### src/hw/rtl/hncq_pkg.sv
// ----------------------------------------------------------------------------
// hncq_pkg
// Shared types, constants and the HSV difference score function.
// ----------------------------------------------------------------------------
package hncq_pkg;

   localparam int MAX_CENTROIDS_DEF = 16;
   localparam int SCORE_W = 12;

   localparam logic [0:0] CMD_LOAD  = 1'b0;
   localparam logic [0:0] CMD_PIXEL = 1'b1;

   localparam logic [1:0] MODE_ORIG   = 2'd0;
   localparam logic [1:0] MODE_MOD    = 2'd1;
   localparam logic [1:0] MODE_COARSE = 2'd2;

   localparam logic [0:0] REG_MODE  = 1'b0;
   localparam logic [0:0] REG_COUNT = 1'b1;

   typedef struct packed {
      logic [7:0] hue;
      logic [7:0] sat;
      logic [7:0] val;
   } hsv_type;

   function automatic logic [7:0] absdiff(input logic [7:0] a, input logic [7:0] b);
      absdiff = (a > b) ? (a - b) : (b - a);
   endfunction

   // Thresholded HSV difference; mode 3 acts as mode 0.
   function automatic logic [SCORE_W-1:0] score_of(input logic [1:0] mode,
                                                  input hsv_type c, input hsv_type p);
      logic [7:0] d, ds, dv, grey_lim, sat_lim, val_lim, fold;
      logic near_hue, md;
      d  = absdiff(c.hue, p.hue);
      ds = absdiff(c.sat, p.sat);
      dv = absdiff(c.val, p.val);
      md = (mode == MODE_MOD);
      grey_lim = 8'd30;
      sat_lim  = 8'd20;
      val_lim  = 8'd30;
      if (mode == MODE_COARSE) begin
         grey_lim = 8'd25;
         sat_lim  = 8'd40;
         val_lim  = 8'd127;
      end else if (md) begin
         grey_lim = 8'd50;
      end
      near_hue = (d < 8'd10) || (d > 8'd170);
      if (d < 8'd90)        fold = d;
      else if (d <= 8'd180) fold = 8'd180 - d;
      else                  fold = d - 8'd180;
      if (c.val < 8'd30 && p.val < 8'd30)
         score_of = '0;
      else if (c.sat < 8'd30 && p.sat < 8'd30 && dv < grey_lim)
         score_of = md ? {3'd0, dv, 1'b0} : '0;
      else if (near_hue && ds < sat_lim && dv < val_lim)
         score_of = md ? ({3'd0, ds, 1'b0} + {3'd0, dv, 1'b0}) : '0;
      else
         score_of = SCORE_W'(17 * int'(fold)) + {3'd0, ds, 1'b0} + {3'd0, dv, 1'b0};
   endfunction

endpackage

### src/hw/rtl/hncq_stage.sv
// ----------------------------------------------------------------------------
// hncq_stage
// One compare stage: scores the pixel against one fixed table entry and keeps
// the running best (strictly less wins, so the earliest entry holds ties).
// ----------------------------------------------------------------------------
module hncq_stage #(
   parameter int IDX   = 0,
   parameter int IDX_W = 4
) (
   input  logic                          clock,
   input  logic                          reset,
   input  logic                          advance,
   input  logic                          vld_in,
   input  logic [1:0]                    mode_in,
   input  logic [IDX_W:0]                count_in,
   input  hncq_pkg::hsv_type             pix_in,
   input  hncq_pkg::hsv_type             ent_in,
   input  logic [IDX_W-1:0]              best_idx_in,
   input  hncq_pkg::hsv_type             best_ent_in,
   input  logic [hncq_pkg::SCORE_W-1:0]  best_sc_in,
   input  logic                          first_in,
   output logic                          vld_ff,
   output logic [1:0]                    mode_ff,
   output logic [IDX_W:0]                count_ff,
   output hncq_pkg::hsv_type             pix_ff,
   output logic [IDX_W-1:0]              best_idx_ff,
   output hncq_pkg::hsv_type             best_ent_ff,
   output logic [hncq_pkg::SCORE_W-1:0]  best_sc_ff
);
   import hncq_pkg::*;

   logic [SCORE_W-1:0] sc_in;
   logic               take_in;

   always_comb begin
      sc_in   = score_of(mode_in, ent_in, pix_in);
      take_in = first_in || ((IDX_W+1)'(IDX) < count_in && sc_in < best_sc_in);
   end

   always_ff @(posedge clock) begin
      if (reset) begin
         vld_ff <= 1'b0;
      end else if (advance) begin
         vld_ff <= vld_in;
      end
   end

   always_ff @(posedge clock) begin
      if (advance) begin
         mode_ff     <= mode_in;
         count_ff    <= count_in;
         pix_ff      <= pix_in;
         best_idx_ff <= take_in ? IDX_W'(IDX) : best_idx_in;
         best_ent_ff <= take_in ? ent_in : best_ent_in;
         best_sc_ff  <= take_in ? sc_in : best_sc_in;
      end
   end

endmodule

### config.mk
export PLATFORM = sky130hd
export DESIGN_NAME = hncq_stage
export DESIGN_NICKNAME = d
export VERILOG_FILES = /design/src/hw/rtl/hncq_pkg.sv /design/src/hw/rtl/hncq_stage.sv
export SDC_FILE = /design/constraint.sdc
export NUM_CORES = 1
export LEC_CHECK = 0
export BUFFER_PORTS_ARGS = -buffer_cell sky130_fd_sc_hd__buf_4
export CELL_PAD_IN_SITES_DETAIL_PLACEMENT = 0
export CELL_PAD_IN_SITES_GLOBAL_PLACEMENT = 1
export CORE_MARGIN = 2
export CORE_UTILIZATION = 46
export CTS_BUF_LIST = sky130_fd_sc_hd__clkbuf_2 sky130_fd_sc_hd__clkbuf_4 sky130_fd_sc_hd__clkbuf_8
export DETAILED_ROUTE_END_ITERATION = 8
export GPL_TIMING_DRIVEN = 0
export PLACE_DENSITY_LB_ADDON = 0.1
export SLEW_MARGIN = 20
export SYNTH_ARGS = -nofsm -noshare
export SYNTH_HDL_FRONTEND = slang
export SYNTH_SLANG_ARGS = --single-unit
### constraint.sdc
create_clock -name clock -period 17.3 [get_ports clock]
set_clock_uncertainty 0.15 [all_clocks]
set_input_delay 1.73 -clock clock [delete_from_list [all_inputs] [get_ports clock]]
set_output_delay 1.73 -clock clock [all_outputs]
set_load 0.05 [all_outputs]
Yosys cells after proc, flatten, opt, wreduce, memory -nomap -nowiden:

Cells that the tools add are included.

* muxes and demuxes: 16
* multipliers: 1
* reduce and logical (&&, ||, !) cells: 8
* $lt $le $gt $ge: 16
* add/subtract/negate cells: 11
* equal/unequal tests: 2

Operator list (count)
* 12-bit two-way mux: 4
* 8-bit subtractor: 6
* 8-bit two-way mux: 5
* 8-bit by 5-bit less-than comparator with 1-bit output (second input constant): 4
* 12-bit by 9-bit adder with 12-bit output: 2
* 8-bit greater-than comparator: 3
* 8-bit less-than comparator: 3
* 24-bit two-way mux: 1
* 6-bit two-way mux: 3
* 12-bit less-than comparator: 1
* 5-bit by 8-bit multiplier with 12-bit output (first input constant): 1
* 9-bit by 9-bit adder with 10-bit output: 1
* 10-bit two-way mux: 1
* 9-bit two-way mux: 1
* 8-bit greater-than comparator (second input constant): 1
* 8-bit less-or-equal comparator (second input constant): 1
* 8-bit by 4-bit less-than comparator with 1-bit output (second input constant): 1
* 8-bit by 7-bit less-than comparator with 1-bit output (second input constant): 1
* 8-bit subtractor (first input constant): 1
* 8-bit subtractor (second input constant): 1
* 7-bit two-way mux: 1
* 1-bit logical AND: 6
* 1-bit by 5-bit less-than comparator with 1-bit output (first input constant): 1
* 2-bit by 1-bit equality test with 1-bit output (second input constant): 1
* 2 further kinds: 3

* register bits: 72
* output and inout port bits: 72
* input port bits: 100
* word-level logic and storage cells: 65

Longest topological paths before layout:

* word-level depth: 15
* gate-level depth with buffers: 40
* mapped depth without buffers: 37

Worst setup path after synthesis:

Ideal clock, no wire load.

* path kind: input to register
* from: in ent_in[16] (netlist name)
* to: reg best_ent_ff[0] (netlist name) (data pin)
* arrival time: 8.981 ns
* slack: 7.907 ns
* stages: 40
* cell sequence: inv_1 ha_1 inv_1 fa_1 nand3_1 a21oi_1 o31ai_4 buf_6 mux2i_1 xor2_1 o21ai_0 nand2_1 a21o_1 clkbuf_1 a21boi_0 o21ai_0 xnor2_1 ha_1 (+4 left out) inv_1 ha_1 inv_1 o21bai_1 a21oi_1 o21bai_1 a21oi_1 o21bai_1 a21oi_1 xor2_1 nor3_1 ha_1 nand4_1 or2_2 a31oi_1 a21oi_2 buf_4 mux2_1

* cells in the longest elaborated chain, start to end: 15
* elaborated cells on any way between the ends: 25
* classes of those cells: add/sub (6); mul (1); order compare (6); mux (7); reduce/logical (5)

RTL lines
* start: declaration: line hncq_stage.sv:17 `input hncq_pkg::hsv_type ent_in,`
* 8-bit subtractor / 8-bit greater-than comparator (equally long branches): line hncq_pkg.sv:27 `absdiff = (a > b) ? (a - b) : (b - a);`
* 8-bit two-way mux (*): line hncq_pkg.sv:27
* 8-bit subtractor (tied with other cells): line hncq_pkg.sv:52 `else fold = d - 8'd180;`
* 8-bit two-way mux: line hncq_pkg.sv:51 `else if (d <= 8'd180) fold = 8'd180 - d;`
* 8-bit two-way mux: line hncq_pkg.sv:50 `if (d < 8'd90) fold = d;`
* 5-bit by 8-bit multiplier with 12-bit output: line hncq_pkg.sv:60 `score_of = SCORE_W'(17 * int'(fold)) + {3'd0, ds, 1'b0} + {3'd0, dv, 1'b0};`
* 12-bit by 9-bit adder with 12-bit output (2 in a row): line hncq_pkg.sv:60
* 12-bit two-way mux (*): line hncq_pkg.sv:57 `else if (near_hue && ds < sat_lim && dv < val_lim)`
* 12-bit two-way mux (*): line hncq_pkg.sv:55 `else if (c.sat < 8'd30 && p.sat < 8'd30 && dv < grey_lim)`
* 12-bit two-way mux (*): line hncq_pkg.sv:53 `if (c.val < 8'd30 && p.val < 8'd30)`
* 12-bit less-than comparator (*): line hncq_stage.sv:37 `take_in = first_in || ((IDX_W+1)'(IDX) < count_in && sc_in < best_sc_in);`
* 1-bit logical AND (*): line hncq_stage.sv:37
* 1-bit logical OR (*): line hncq_stage.sv:37
* 24-bit two-way mux (*): line hncq_stage.sv:54 `best_ent_ff <= take_in ? ent_in : best_ent_in;`
* end signal: assignment: line hncq_stage.sv:54
* end: declaration: line hncq_stage.sv:27 `output hncq_pkg::hsv_type best_ent_ff,`

Mark *: on every way between the ends. The rest lies on a longest branch, timed or not.
A chain may end at the register's enable or synchronous reset.

Final worst setup path:

* from: in ent_in[16] (netlist name)
* to: reg best_ent_ff[7] (netlist name) (data pin)

The elaborated chain is that of the path after synthesis.

==> flow_summary.ini <==
[route]
post-route-drc-count = 0
vias = 5643
routedWlPerCell_um = 15.43
drt-pass1-iter-count = 4
drtIter0Drc = 239
viasPerCell = 5.220
wl_um = 16680
drtAntennaViolNets = 0

[timing]
setup_viol = 0
finalMaxSlewViolations = 0
period_share = 0.5957
fin_crit_ns = 10.31
grt_setup_unrepaired = no
fmax_mhz = 97.03
worstMarginPinSlew_ns = 0.9457
slew_headroom = 0.3695
finalHoldViolCount = 0
finalSetupTns_ns = 0

[synth]
synth_seq_area_share = 0.3060
yosysWarnings = 0
synth_nets = 930
synthCells = 706
synth-seq-cells = 72
dominantRegCellSynth = edfxtp_1
yosys-top-cells-area = edfxtp_1, ha_1, inv_1
yosysTopAreaCell = edfxtp_1
post-synth-top-area-fraction = 0.3032
synth-edff-count = 71
yosysMostFrequentCell = inv_1
synth_cell_type_count = 60
avgSynthCellArea_um2 = 9.960
synthArstFlopShare = 0
synth_area_um2 = 7032
yosys-top-cells-count = inv_1, ha_1, edfxtp_1

[floorplanning]
row_count = 45
dieWidth_um = 127.6
die_area_um2 = 16290
initial_utilization = 0.4660
design.core.area_um2 = 15090
dieHeight_um = 127.6
ios = 172

[global_routing]
overflow = 0
grt_start_max_net_pins = 73
grt_pass1_wl_um = 26690
antenna_found_initial = 0
first_global_vias = 5729
grt_usage = 0.2058

[clock_tree]
htree_levels = 3
cts_made_buffers = 9
post_cts_buffers = 0
clk_path_buf_depth = 2
worst_skew_pair.late_latency_ns = 0.36
cts_tree = done
cts-root-buf = clkbuf_8
clk_pin_slew_ns = 0.08
cts_hold_buf = 0
cts_resized = 0
cts_sinks = 72

[hold_path]
hp-class = flop to flop

[worst_setup_path]
r2r_slack_ns = 16.56
start_kind = input port
cp_slowest_cell = fa_1
cp_data_required_time_ns = 17.27
path_class = input port to flop
worstPathMaxFanout = 10
cp.arrival_ns = 10.27
crit_path_end_kind = flop
cp_slowest_stage_delay_ns = 0.53

[placed_design]
io_buffers = 171
hpwl_um = 13540
gp_congestion = 0.8216

[cells_and_area]
drive_gt1_frac = 0.2441
fin_nets = 1112
area_delta_synth_final_pct = 24.43
diodes = 0
fillers = 1364

[flow_run]
maxCapViolCount = 0

[status]
status = completed
registers in the layout (all words and copies together) (netlist names):
name,count
best_ent_ff,24
pix_ff,24
best_sc_ff,12
count_ff,5
best_idx_ff,4
mode_ff,2
vld_ff,1
critical path, delay by kind of cell:
kind / cells / cell delay [ns]
simple gates: 6 / 0.85
xor+xnor: 3 / 0.93
fa+ha+maj: 7 / 2.33
mux: 3 / 0.99
compound gates: 14 / 2.50
buf+inv: 7 / 0.90
layout by cell type, fill, tap and decap left out, types with 9 or more instances in the layout:
cell | synthesis | final
buf_4 | 5 | 176
xor2_1 | 18 | 18
ha_1 | 106 | 106
o21ai_0 | 22 | 22
edfxtp_1 | 71 | 71
nand2_1 | 27 | 27
clkbuf_8 | 0 | 9
a21oi_1 | 55 | 55
fa_1 | 18 | 18
xnor2_1 | 20 | 20
inv_1 | 118 | 118
mux2i_1 | 21 | 21
nand3_1 | 9 | 9
mux2_2 | 9 | 9
a21o_1 | 13 | 13
mux2_1 | 36 | 36
nor2_1 | 22 | 22
nand4_1 | 15 | 15
stage by stage:
stage	util	area, um^2	hold WS, ns	setup slack [ns]	cells
after floorplan	-	7032	0.5826	7.907	706
after global placement	0.5667	8551	0.3273	6.635	1065
after detailed placement	0.5667	8551	0.3480	6.659	1065
after CTS	0.5799	8750	0.3719	7.024	1081
after global routing	0.5799	8750	0.3823	6.193	1081
final	0.5799	8750	0.3675	6.994	1081
area by class of cell:
| cell class | count | area, um^2 | area share |
|---|---|---|---|
| repair buffers | 171 | 1284 | 0.1467 |
| clock inverters | 6 | 67.56 | 0.007722 |
| clock buffers | 10 | 131.4 | 0.01502 |
| flip-flops and latches | 72 | 2152 | 0.2460 |
| inverters | 118 | 442.9 | 0.05062 |
| well taps | 188 | 235.2 | 0.02688 |
| plain buffers | 19 | 107.6 | 0.01230 |
| multi-input cells | 497 | 4329 | 0.4948 |
layer usage:
metal	routed length, um	GRT usage	up-vias
met3	810	0.04606	16
li1	-	-	2859
met4	228	0.05171	0
met1	7575	0.2575	2631
met2	8060	0.3605	137
met5	0	0	-
worst paths after layout:
path,from,end,cells past startpoint
max,ent_in[16],best_ent_ff[7],40
min,vld_ff,vld_ff,2
max reg2reg,vld_ff,vld_ff,2
min reg2reg,vld_ff,vld_ff,2
cell families after synthesis:
family                     Yosys count  share of synthesized area
other                                1                  0.0005333
AOI/OAI and AO/OA                  154                     0.1422
buffers and inverters              137                    0.07829
muxes                               66                     0.1020
DFF                                 72                     0.3060
and+or+nand+nor                    113                    0.08149
adders and majority gates          124                     0.2399
xor gates and xnor gates            39                    0.04964
Power is left out: the tool's default activity adds up to more than one toggle a clock period on the data nets, which glitch-free logic cannot reach.
